<file path="src/design/assert_macros.svh">
// Assertion macros shared by the RTL of this project.
// Each macro expects a signal named clk in the enclosing module; ASSERT_RST also expects rst.
`ifndef ASSERT_MACROS_SVH
`define ASSERT_MACROS_SVH
`ifndef SYNTHESIS
// Checked on every rising clock edge outside reset.
`define ASSERT_RST(lbl, prop, msg) \
  lbl: assert property (@(posedge clk) disable iff (rst) prop) else $error(msg);
// Checked on every rising clock edge, reset included.
`define ASSERT_ALWAYS(lbl, prop, msg) \
  lbl: assert property (@(posedge clk) prop) else $error(msg);
`else
`define ASSERT_RST(lbl, prop, msg)
`define ASSERT_ALWAYS(lbl, prop, msg)
`endif
`endif

</file>
<file path="src/design/cfb_pkg.sv">
package cfb_pkg;

  // Configuration register indexes.
  typedef enum logic [1:0] {
    REG_ENTRY_COUNT      = 2'd0,
    REG_GREEN_LIMIT      = 2'd1,
    REG_FREE_GREEN_LIMIT = 2'd2,
    REG_RED_LIMIT        = 2'd3
  } reg_index_t;

  // Colour codes of an input entry.
  localparam logic [2:0] COL_OFF          = 3'd0;
  localparam logic [2:0] COL_GREEN        = 3'd1;
  localparam logic [2:0] COL_RED          = 3'd2;
  localparam logic [2:0] COL_YELLOW       = 3'd3;
  localparam logic [2:0] COL_GREEN_BLINK  = 3'd4;
  localparam logic [2:0] COL_YELLOW_BLINK = 3'd5;

  // Colour field of the tag byte.
  localparam logic [1:0] TAG_OFF    = 2'd0;
  localparam logic [1:0] TAG_GREEN  = 2'd1;
  localparam logic [1:0] TAG_YELLOW = 2'd2;
  localparam logic [1:0] TAG_RED    = 2'd3;

  // Frame header bytes.
  localparam logic [7:0] SYNC_BYTE0 = 8'h55;
  localparam logic [7:0] SYNC_BYTE1 = 8'hAA;

  // Most bytes one entry can produce.
  localparam int unsigned MAX_BYTES = 6;

  typedef logic [7:0] byte_t;

endpackage

</file>
<file path="src/design/countdown_frame_builder_core.sv">
// Countdown display frame builder.
// Input stream: one beat per configured countdown entry. s_tdata carries
// device_id, remaining_time and colour; s_tuser marks the first entry of a
// frame and s_tlast the last one. Output stream: one frame byte per beat on
// m_tdata, with m_tlast high on the checksum byte that closes a frame.
// A first entry yields 0x55, 0xAA and the entry count ahead of its tag and
// time bytes; a last entry is followed by the XOR checksum byte.
// An entry is held in the input register and computed combinationally from
// there into a six-byte result buffer, which then drains one byte per cycle
// while m_tready is high; an entry yields 2 to 6 bytes. The input register
// takes the next entry while the buffer still drains. Reset clears the
// configuration registers, the running checksum and all valid state;
// nothing is offered until a new entry arrives. When the receiver stalls,
// the current byte holds on m_tdata, the buffer stops and, once the input
// register is also full, s_tready drops. Configuration is written through
// cfg_wen/cfg_index/cfg_wdata by the user, who must do so only while idle;
// the block itself does not enforce it.
`include "assert_macros.svh"

module countdown_frame_builder_core #(
  parameter int unsigned MAX_ENTRIES = 32
) (
  input  logic        clk,
  input  logic        rst,
  // Configuration write port.
  input  logic        cfg_wen,
  input  logic [1:0]  cfg_index,
  input  logic [7:0]  cfg_wdata,
  // Entry input stream.
  input  logic        s_tvalid,
  output logic        s_tready,
  input  logic [15:0] s_tdata,  // [4:0] device_id, [12:5] remaining_time, [15:13] colour
  input  logic        s_tuser,  // [0] first_entry
  input  logic        s_tlast,
  // Frame byte output stream.
  output logic        m_tvalid,
  input  logic        m_tready,
  output logic [7:0]  m_tdata,  // [7:0] frame_byte
  output logic        m_tlast
);

  localparam logic [5:0] MAX_COUNT = 6'(MAX_ENTRIES);

  // Configuration registers.
  logic [5:0] entry_count;
  logic [7:0] green_limit;
  logic [7:0] free_green_limit;
  logic [7:0] red_limit;

  // Input register.
  logic       in_vld;
  logic [4:0] in_id;
  logic [7:0] in_time;
  logic [2:0] in_col;
  logic       in_first;
  logic       in_last;

  // Result buffer, drained from entry 0.
  cfb_pkg::byte_t buf_bytes [cfb_pkg::MAX_BYTES];
  cfb_pkg::byte_t buf_bytes_next [cfb_pkg::MAX_BYTES];
  logic [2:0]     buf_left;
  logic [2:0]     buf_left_next;
  logic           buf_end;

  logic [7:0] running_xor;
  logic [7:0] running_xor_next;

  logic       load;
  logic       out_beat;
  logic       blank;
  logic [7:0] eff_time;
  logic [1:0] tag_col;
  logic       tag_blink;
  logic [7:0] tag;
  logic [5:0] cnt;
  logic [7:0] chk;

  // Configuration writes.
  always_ff @(posedge clk) begin
    if (rst) begin
      entry_count      <= '0;
      green_limit      <= '0;
      free_green_limit <= '0;
      red_limit        <= '0;
    end else if (cfg_wen) begin
      case (cfb_pkg::reg_index_t'(cfg_index))
        cfb_pkg::REG_ENTRY_COUNT:      entry_count      <= cfg_wdata[5:0];
        cfb_pkg::REG_GREEN_LIMIT:      green_limit      <= cfg_wdata;
        cfb_pkg::REG_FREE_GREEN_LIMIT: free_green_limit <= cfg_wdata;
        cfb_pkg::REG_RED_LIMIT:        red_limit        <= cfg_wdata;
        default: ;
      endcase
    end
  end

  // Handshake: the buffer loads when empty or when its last byte leaves.
  assign out_beat = m_tvalid && m_tready;
  assign load     = in_vld && ((buf_left == 3'd0) || ((buf_left == 3'd1) && m_tready));
  assign s_tready = !in_vld || load;

  // Input register.
  always_ff @(posedge clk) begin
    if (rst) begin
      in_vld <= 1'b0;
    end else if (s_tvalid && s_tready) begin
      in_vld <= 1'b1;
    end else if (load) begin
      in_vld <= 1'b0;
    end
  end

  always_ff @(posedge clk) begin
    if (s_tvalid && s_tready) begin
      in_id    <= s_tdata[4:0];
      in_time  <= s_tdata[12:5];
      in_col   <= s_tdata[15:13];
      in_first <= s_tuser;
      in_last  <= s_tlast;
    end
  end

  // Limit rules: over-long green or red phases are sent as off with time 0.
  always_comb begin
    blank = 1'b0;
    if ((green_limit != 8'd0) && (in_col inside {cfb_pkg::COL_GREEN, cfb_pkg::COL_GREEN_BLINK})
        && ((in_time > green_limit) || (in_time > free_green_limit))) begin
      blank = 1'b1;
    end
    if ((red_limit != 8'd0) && (in_col == cfb_pkg::COL_RED) && (in_time > red_limit)) begin
      blank = 1'b1;
    end
  end

  assign eff_time = blank ? 8'd0 : in_time;

  // Tag byte: colour code, blink flag and device id.
  always_comb begin
    tag_col   = cfb_pkg::TAG_OFF;
    tag_blink = 1'b0;
    if (!blank) begin
      case (in_col)
        cfb_pkg::COL_GREEN:        tag_col = cfb_pkg::TAG_GREEN;
        cfb_pkg::COL_RED:          tag_col = cfb_pkg::TAG_RED;
        cfb_pkg::COL_YELLOW:       tag_col = cfb_pkg::TAG_YELLOW;
        cfb_pkg::COL_GREEN_BLINK: begin
          tag_col   = cfb_pkg::TAG_GREEN;
          tag_blink = 1'b1;
        end
        cfb_pkg::COL_YELLOW_BLINK: begin
          tag_col   = cfb_pkg::TAG_YELLOW;
          tag_blink = 1'b1;
        end
        default: ;
      endcase
    end
  end

  assign tag = {in_id, tag_blink, tag_col};
  assign cnt = (entry_count > MAX_COUNT) ? MAX_COUNT : entry_count;
  assign chk = (in_first ? {2'b00, cnt} : running_xor) ^ tag ^ eff_time;
  assign running_xor_next = in_last ? 8'd0 : chk;

  // Next buffer contents: a fresh entry, or the current bytes shifted by one.
  always_comb begin
    for (int i = 0; i < cfb_pkg::MAX_BYTES; i++) begin
      buf_bytes_next[i] = buf_bytes[i];
    end
    buf_left_next = buf_left;
    if (load) begin
      if (in_first) begin
        buf_bytes_next[0] = cfb_pkg::SYNC_BYTE0;
        buf_bytes_next[1] = cfb_pkg::SYNC_BYTE1;
        buf_bytes_next[2] = {2'b00, cnt};
        buf_bytes_next[3] = tag;
        buf_bytes_next[4] = eff_time;
        buf_bytes_next[5] = chk;
        buf_left_next     = in_last ? 3'd6 : 3'd5;
      end else begin
        buf_bytes_next[0] = tag;
        buf_bytes_next[1] = eff_time;
        buf_bytes_next[2] = chk;
        buf_left_next     = in_last ? 3'd3 : 3'd2;
      end
    end else if (out_beat) begin
      for (int i = 0; i < cfb_pkg::MAX_BYTES - 1; i++) begin
        buf_bytes_next[i] = buf_bytes[i + 1];
      end
      buf_left_next = buf_left - 3'd1;
    end
  end

  // Result buffer and running checksum.
  always_ff @(posedge clk) begin
    if (rst) begin
      buf_left    <= '0;
      buf_end     <= 1'b0;
      running_xor <= '0;
    end else begin
      buf_left <= buf_left_next;
      if (load) begin
        buf_end     <= in_last;
        running_xor <= running_xor_next;
      end
    end
  end

  always_ff @(posedge clk) begin
    buf_bytes <= buf_bytes_next;
  end

  assign m_tvalid = (buf_left != 3'd0);
  assign m_tdata  = buf_bytes[0];
  assign m_tlast  = buf_end && (buf_left == 3'd1);

  // Checks.
  `ASSERT_ALWAYS(a_left_range, rst || (buf_left <= 3'd6), "result buffer count out of range")
  `ASSERT_RST(a_in_hold, in_vld && !load |=> in_vld, "input entry dropped before load")
  `ASSERT_RST(a_tlast_src, m_tvalid && m_tlast |-> buf_end, "tlast without closing entry")
  `ASSERT_RST(a_xor_clear, load && in_last |=> running_xor == 8'd0, "checksum not cleared")
  `ASSERT_RST(a_load_empty, load |-> !m_tvalid || (buf_left == 3'd1 && m_tready), "overwrite")

endmodule
</file>
<file path="config.mk">
export PLATFORM = sky130hd
export DESIGN_NAME = countdown_frame_builder_core
export DESIGN_NICKNAME = d
export VERILOG_FILES = /design/src/design/cfb_pkg.sv /design/src/design/countdown_frame_builder_core.sv
export VERILOG_INCLUDE_DIRS = /design/src /design/src/design
export SDC_FILE = /design/constraint.sdc
export NUM_CORES = 1
export LEC_CHECK = 0
export BUFFER_PORTS_ARGS = -buffer_cell sky130_fd_sc_hd__buf_2
export CAP_MARGIN = 20
export CELL_PAD_IN_SITES_DETAIL_PLACEMENT = 1
export CELL_PAD_IN_SITES_GLOBAL_PLACEMENT = 2
export CORE_ASPECT_RATIO = 0.7
export CORE_MARGIN = 2
export CORE_UTILIZATION = 36
export DETAILED_ROUTE_END_ITERATION = 12
export PLACE_DENSITY_LB_ADDON = 0.1
export SLEW_MARGIN = 20
export SYNTH_ARGS = -nofsm -noshare
export SYNTH_HDL_FRONTEND = slang
export SYNTH_SLANG_ARGS = --single-unit
</file>
<file path="constraint.sdc">
create_clock -name clk -period 2.4 [get_ports clk]
set_input_delay 0.48 -clock clk [delete_from_list [all_inputs] [get_ports clk]]
set_output_delay 0.48 -clock clk [all_outputs]
set_load 0.05 [all_outputs]
</file>
After elaboration in Yosys (flattened, before gate mapping)
Index checks and enable logic that the tools add are counted.
{ "totals": {"reg_bits": 109, "in_bits": 33, "out_inout_bits": 11, "elab_cells": 87} }
{ "classes": {"addsub": 1, "magnitude_cmp": 4, "n_eq_ne": 10, "mux": 21, "bitwise": 2, "n_reduce_logical": 30} }
{ "ops": {"columns": ["op", "count"], "rows": [
  ["40-bit two-way mux", 2],
  ["24-bit two-way mux", 2],
  ["8-bit > comparator", 3],
  ["8-bit two-way mux", 3],
  ["8-bit nonzero test", 2],
  ["8-bit XOR", 2],
  ["2-bit AND reduction", 6],
  ["1-bit logical AND", 9],
  ["3-bit two-way mux", 3],
  ["1-bit two-way mux", 7],
  ["3-bit by 1-bit == test with 1-bit output, second input constant", 2],
  ["3-bit by 2-bit == test with 1-bit output, second input constant", 2],
  ["3-bit == test, second input constant", 2],
  ["6-bit > comparator, second input constant", 1],
  ["6-bit two-way mux", 1],
  ["2-bit case mux with 3 select lines", 1],
  ["2-bit nonzero test", 3],
  ["2-bit OR reduction", 3],
  ["2-bit == test, second input constant", 2],
  ["2-bit two-way mux", 2],
  ["3-bit logical NOT", 1],
  ["1-bit logical OR", 3],
  ["3-bit nonzero test", 1],
  ["3-bit by 1-bit subtractor with 3-bit output, second input constant", 1],
  ["4 further kinds", 4]
]} }

Logic depth before layout (Yosys ltp)
Gate-level depths: netlist of run 1.
{ "logic_depth": {"ltp_word": 11, "mapped_depth": 12, "ltp_nobuf": 10} }

Worst setup path before layout of run 1
No wires, ideal clock.
{ "synth_path": {"path_type": "reg2reg", "from": "register buf_left[0]", "to": "register in_col[0], enable pin", "setup_ps": 376, "arrival_time_ps": 2415, "required_time_ps": 2024, "path_slack_ps": -392, "stages_incl_launch_ff": 6, "n_path_buf": 0, "period_less_slack_ps": 2792, "cell_sequence": "dfxtp_1 inv_1 ha_1 a21oi_1 o21ai_0 and2_1"} }
{ "synth_between": {"elab_chain_len": 6, "elab_cells_between_ends": 7, "classes_between": "eq/ne (1); reduce/logical (6)"} }
{ "synth_lines": {"columns": ["element", "line_no", "text"], "rows": [
  ["start, declared", "countdown_frame_builder_core.sv:61", "logic [2:0] buf_left;"],
  ["start signal, assigned", "countdown_frame_builder_core.sv:199", "buf_left <= buf_left_next;"],
  ["3-bit by 1-bit == test with 1-bit output", "countdown_frame_builder_core.sv:98", "assign load = in_vld && ((buf_left == 3'd0) || ((buf_left == 3'd1) && m_tready));"],
  ["1-bit logical AND", "countdown_frame_builder_core.sv:98", null],
  ["1-bit logical OR (*)", "countdown_frame_builder_core.sv:98", null],
  ["1-bit logical AND (*)", "countdown_frame_builder_core.sv:98", null],
  ["1-bit logical OR (*)", "countdown_frame_builder_core.sv:99", "assign s_tready = !in_vld || load;"],
  ["net s_tready", "countdown_frame_builder_core.sv:31", "output logic s_tready,"],
  ["1-bit logical AND (*)", "countdown_frame_builder_core.sv:113", "if (s_tvalid && s_tready) begin"],
  ["end signal, assigned", "countdown_frame_builder_core.sv:116", "in_col <= s_tdata[15:13];"],
  ["end, declared", "countdown_frame_builder_core.sv:54", "logic [2:0] in_col;"]
]} }
The timed path passes the listed nets; every way through them passes the cells marked *.
A chain may end at the register's enable or synchronous reset.

==> results of run 1 <==
[path summary, 6_finish.rpt]
check / startpoint / cells past startpoint / end
min reg2reg: running_xor[6]$_SDFFE_PP0P_ / 2 / running_xor[6]$_SDFFE_PP0P_
max reg2reg: in_time[7]$_DFFE_PP_ / 11 / buf_bytes[15]$_DFFE_PP_
min: s_tdata[4] / 1 / in_id[4]$_DFFE_PP_
max: in_time[7]$_DFFE_PP_ / 11 / buf_bytes[15]$_DFFE_PP_
[power by group through the flow]
stage          clock network (uW)  registers (uW)  logic, uW
2_1_floorplan                   0            2890       1640
3_3_place_gp                    0            2930       2350
6_report                     1560            2900       2630
4_1_cts                      1600            2900       2590
3_5_place_dp                    0            2940       2420
5_1_grt                      1660            2950       2900
[through the flow]
| step | TNS (ns) | instances | util (%) | setup slack, ns | hold WS [ns] |
|---|---|---|---|---|---|
| floorplan | 0 | 490 | - | 0.0195 | 0.422 |
| global placement | -8.12 | 755 | 42.7 | -0.362 | 0.436 |
| CTS | -1.74 | 777 | 46.9 | -0.143 | 0.277 |
| finish | -2.14 | 780 | 47.7 | -0.145 | 0.294 |
| global route | -5.71 | 780 | 47.7 | -0.274 | 0.281 |
| detailed placement | -9.50 | 755 | 42.7 | -0.388 | 0.446 |
[placed cells by master (no fill, tap or decap), drive strengths merged, types with 2 or more instances in the layout]
cell type / count
nor2b: 4
a2111oi: 2
nor2: 61
nor3: 2
nor3b: 2
a21oi: 23
and3: 3
nand4: 13
nand3b: 3
nand2b: 2
o21a: 3
a211oi: 2
nand2: 41
nand3: 10
buf: 112
and2: 4
a22oi: 4
dfxtp: 43
nor4: 4
o211ai: 3
edfxtp: 66
o21ai: 22
inv: 36
a221oi: 4
a22o: 17
ha: 28
xnor2: 15
o31ai: 2
clkbuf: 13
xor2: 5
mux2i: 32
[state kept, by name, indices dropped and copies added (netlist names)]
| signal | cells |
|---|---|
| free_green_limit | 8 |
| in_time | 8 |
| in_first | 1 |
| in_col | 3 |
| entry_count | 6 |
| buf_left | 3 |
| buf_end | 1 |
| running_xor | 8 |
| red_limit | 8 |
| in_id | 5 |
| m_tdata | 8 |
| in_vld | 1 |
| green_limit | 8 |
| in_last | 1 |
| buf_bytes | 40 |
[layer usage]
| metal | wire (um) | up-vias |
|---|---|---|
| met3 | 526 | 13 |
| met2 | 6480 | 57 |
| met5 | 0 | - |
| met4 | 134 | 0 |
| met1 | 7760 | 1975 |
| li1 | - | 1928 |
[layout make-up]
class	instances	area (sq um)
repair buffers	112	774
clock inverters	3	43.8
clock buffers	13	260
inverters	35	131
multi-input cells	318	2430
well taps	190	238
flip-flops and latches	109	2840
fillers	1545	7380
[cells by family after synthesis]
group / share of synthesized area [%]
and+or+nand+nor: 13.3
DFF: 53.9
AOI/OAI and AO/OA: 11.1
buffers and inverters: 5.48
muxes: 6.07
adders and majority gates: 6.64
xor gates and xnor gates: 3.46
[what timing repair did]
item / 4_1_cts / 5_1_grt
endpoints found under the hold margin: 0 / 0
buffers inserted: 8 / 4
hold buffers: 0 / 0
gates resized for setup: 41 / 21
endpoints found under the setup margin: 44 / 45
pin swaps: 19 / 11
[critical path, cell delays in order, from the launching register on]
cell      delay (ns)
edfxtp_1        0.43
buf_6           0.16
ha_4            0.27
nand4_1         0.18
a21oi_2         0.22
o21ai_2         0.11
buf_4           0.15
buf_6           0.10
and3_4          0.19
and2_4          0.15
buf_6           0.13
a22o_1          0.20
==> qor.txt, run 1 <==
Int Pwr: 4570 uW
# port buffers: 43
vias: 3973
Via density: 5.09
GR Layer Usage met3: 4.59%
Clock Tree Root: clkbuf_16
final setup margin: -0.145 ns
largest area contributor in the netlist: edfxtp_1
max_slew headroom: 55.5%
register area share after synthesis: 53.9%
Synth Flop Type: edfxtp_1
DRT Pass-1 Iters: 5
# rows: 36
Die Height: 105 um
data arrival time of the worst path: 2.66 ns
Starting DRT DRC Count: 220
Post-Syn Instances: 490
GRT Util Overall: 20.3%
Final Cell Area: 6720 sq um
r2r setup slk: -0.14 ns
Min-Delay Path Class: primary input to flop
CP endpoint kind: flop
outcome: finished with violations
clk sinks: 109
synthesis-stage register bit count: 109
violated checks: negative setup slack
initial core utilization: 37.4%
GR Util met1: 30.4%
initial antenna violation count: 0
CP required: 2.51 ns
post-synth top area share: 37.6%
Detail Route Antenna Nets: 0
Num CTS Buffers: 9
max cap viols: 0
Area after DPL: 6020 sq um
EDFF count, synth: 66
Post-DP HPWL: 11.0 mm
RSZ-0062 raised after global routing: true
CTS Buffer Depth: 2
Unique masters post-synth: 48
Reg power frac: 40.9%
Avg Synthesized Cell Area: 10.8 sq um
CP max FO: 6
Tmin final: 2.54 ns
DRT Wirelength: 14.9 mm
nets: 646
Top Ports: 44
H-tree levels: 3
GP Congestion: 0.826
synth warn: 0
commonest cells in the netlist: edfxtp_1, nor2_1, dfxtp_1
core box area: 14100 sq um
drc violations: 0
first-pass GRT wire length: 23.7 mm
share of cells above drive strength 1: 29.8%
Tightest Pin Transition: 0.660 ns
Reg clk slew, reported paths: 0.07 ns
Ant. Diodes: 0
switching share of power: 35.5%
largest net degree at the start of global routing: 37
die area: 15600 sq um
Synth-to-Final Area Change: 27.4%
final clock skew: 0.0114 ns
Top Usage Layer GRT: met1
Final Cycle Share: 106%
clk_lat worst skew: 0.36 ns
Net Switching: 2510 uW
Gate power share: 37.2%
final global-route overflow total: 0
FMAX: 393 MHz
worst setup path class: flop to flop
Final Slew Violations: 0
die width: 149 um
Pwr Density: 1050 nW/um^2
Total Power: 7090 uW
LEAKAGE: 0.00277 uW
ranking of synthesized cells by area: edfxtp_1, dfxtp_1, ha_1
GR Util met2: 29.7%
final hold vios: 0
Synth Cell Area: 5270 sq um
Routed WL per cell: 19.1 um
CTS tree: yes
Async SR Flop Fraction: 0%
net count after synthesis: 551
Clk network pwr share: 22.0%
Setup crit start kind: flop
vias in the first global route: 4198
Finish-stage setup viols: 28
Worst VDD drop: 622 uV
top-count cell post-synth: edfxtp_1
(Power assumes the default switching activity.)
==> run 2: changes to the inputs <==
--- a/config.mk
+++ b/config.mk
@@ -11,7 +11,7 @@
 export CELL_PAD_IN_SITES_DETAIL_PLACEMENT = 1
 export CELL_PAD_IN_SITES_GLOBAL_PLACEMENT = 2
 export CORE_ASPECT_RATIO = 0.7
-export CORE_MARGIN = 2
+export CORE_MARGIN = 10
 export CORE_UTILIZATION = 36
 export DETAILED_ROUTE_END_ITERATION = 12
 export PLACE_DENSITY_LB_ADDON = 0.1
==> qor.txt, run 2 (synthesis gave the netlist of run 1 again) <==
Tightest Pin Transition: 0.655 ns (-0.00507 ns)
final setup margin: -0.140 ns (+0.00456 ns)
drc violations: 0 (unchanged)
initial core utilization: 37.3% (-0.12 points)
nets: 637 (-1.4%)
violated checks: negative setup slack
Starting DRT DRC Count: 303 (+38%)
CTS Buffer Depth: 2 (unchanged)
Synth-to-Final Area Change: 25.5%
max reg flops: 40 (unchanged)
Min-Delay Path Class: primary input to flop
max cap viols: 0 (unchanged)
Num CTS Buffers: 9 (unchanged)
Critical Path Sink: buf_bytes[28]$_DFFE_PP_
outcome: finished with violations
final global-route overflow total: 0 (unchanged)
Final Slew Violations: 0 (unchanged)
die width: 165 um (+11%)
CP endpoint kind: flop
RSZ-0062 raised after global routing: true
Routed WL per cell: 19.7 um (+3.2%)
Top Ports: 44 (unchanged)
DRT Wirelength: 15.2 mm (+2.0%)
Finish-stage setup viols: 21 (-25%)
FMAX: 394 MHz (+0.18%)
clk_lat worst skew: 0.35 ns (about the same)
data arrival time of the worst path: 2.64 ns (-0.02 ns)
max_slew headroom: 56.2% (+0.67 points)
Via density: 5.14 (+0.86%)
Pwr Density: 1050 nW/um^2 (-0.25%)
CTS tree: yes
Critical path origin: in_time[1]$_DFFE_PP_
Setup crit start kind: flop
most frequent cells in the layout: edfxtp_1, nor2_1, buf_4, dfxtp_1, buf_2
Most flops, register: buf_bytes
Die Height: 121 um (+15%)
core box area: 14100 sq um (+0.32%)
FF-to-FF Start: in_time[1]$_DFFE_PP_
Reg clk slew, reported paths: 0.07 ns (about the same)
Ant. Diodes: 0 (unchanged)
Tmin final: 2.54 ns (-0.00456 ns)
Post-DP HPWL: 11.0 mm (+0.31%)
initial antenna violation count: 0 (unchanged)
Clock Tree Root: clkbuf_16
clk sinks: 109 (unchanged)
DRT Pass-1 Iters: 4 (-1)
vias: 3961 (-0.30%)
CP max FO: 8 (+2)
vias in the first global route: 4144 (-1.3%)
R2R cell count: 10 (-1)
pre-CTS setup slack: -0.253 ns (+0.135 ns)
largest net degree at the start of global routing: 48 (+30%)
final clock skew: 0.00814 ns (-0.00327 ns)
GRT Util Overall: 15.7% (-4.6 points)
share of cells above drive strength 1: 28.2% (-1.6 points)
r2r setup slk: -0.14 ns (about the same)
Final Cycle Share: 106% (-0.19 points)
commonest non-fill, non-tap cell in the layout: edfxtp_1
worst setup path class: flop to flop
Reg-to-Reg End: buf_bytes[28]$_DFFE_PP_
Total Power: 6960 uW (-1.8%)
Worst VDD drop: 437 uV (-30%)
GP Congestion: 0.861 (+4.3%)
# rows: 36 (unchanged)
first-pass GRT wire length: 23.7 mm (about the same)
die area: 20000 sq um (+28%)
LEAKAGE: 0.00271 uW (-2.1%)
Detail Route Antenna Nets: 0 (unchanged)
# port buffers: 43 (unchanged)
final hold vios: 0 (unchanged)
CP required: 2.50 ns (about the same)
H-tree levels: 3 (unchanged)
## run 2: final cells by class
class                   instances  area, sq um
flip-flops and latches        109         2840
clock inverters                 5         52.6
well taps                     190          238
inverters                      35          131
fillers                      1555         7530
repair buffers                102          704
multi-input cells             319         2420
clock buffers                  11          233
## run 2: worst min path at each step
| stage | startpoint | to | depth (start not counted) |
|---|---|---|---|
| finish | s_tdata[1] | in_id[1]$_DFFE_PP_ | 1 |
| global route | s_tdata[14] | in_col[1]$_DFFE_PP_ | 1 |
| CTS | s_tuser | in_first$_DFFE_PP_ | 1 |
| detailed placement | running_xor[5]$_SDFFE_PP0P_ | running_xor[5]$_SDFFE_PP0P_ | 1 |
| global placement | running_xor[6]$_SDFFE_PP0P_ | running_xor[6]$_SDFFE_PP0P_ | 2 |
| floorplan | running_xor[6]$_SDFFE_PP0P_ | running_xor[6]$_SDFFE_PP0P_ | 2 |
## run 2: layer usage
metal	vias up	GRT usage, %	wire, um
met4	0	4.08	146
li1	1913	-	-
met1	1961	21.6	7440
met2	78	23.2	6650
met5	-	0	0
met3	9	4.85	961
## run 2: timing repair
action                     4_1_cts  5_1_grt
cloned                           1        0
setup endpoints to repair       34       44
pin swaps                       14       21
gates resized for setup         31       28
hold buffers                     0        0
buffers inserted                 5        7
## run 2: power by group
part / internal (uW) / leakage, uW / switching [uW]
registers: 2710 / 0.000983 / 197
logic: 971 / 0.00159 / 1610
clock network: 806 / 0.000141 / 674
## run 2: worst max-delay path, stage by stage (launching register included)
cell,delay (ns)
edfxtp_1,0.51
ha_1,0.33
nor2b_1,0.14
o211ai_1,0.17
a21oi_1,0.11
o21ai_2,0.17
buf_6,0.16
nand4_1,0.15
xnor2_2,0.18
a221oi_2,0.29
nor2_1,0.07
## run 2: through the flow
stage          std cells  area (sq um)  TNS, ns  util [%]  hold WS, ns
3_3_place_gp         744          5950    -4.87      42.1        0.434
3_5_place_dp         744          5950    -5.99      42.1        0.461
2_1_floorplan        490          5280        0         -        0.422
5_1_grt              771          6620    -4.45      46.8        0.283
4_1_cts              766          6430    -1.46      45.5        0.282
6_report             771          6620    -1.52      46.8        0.293
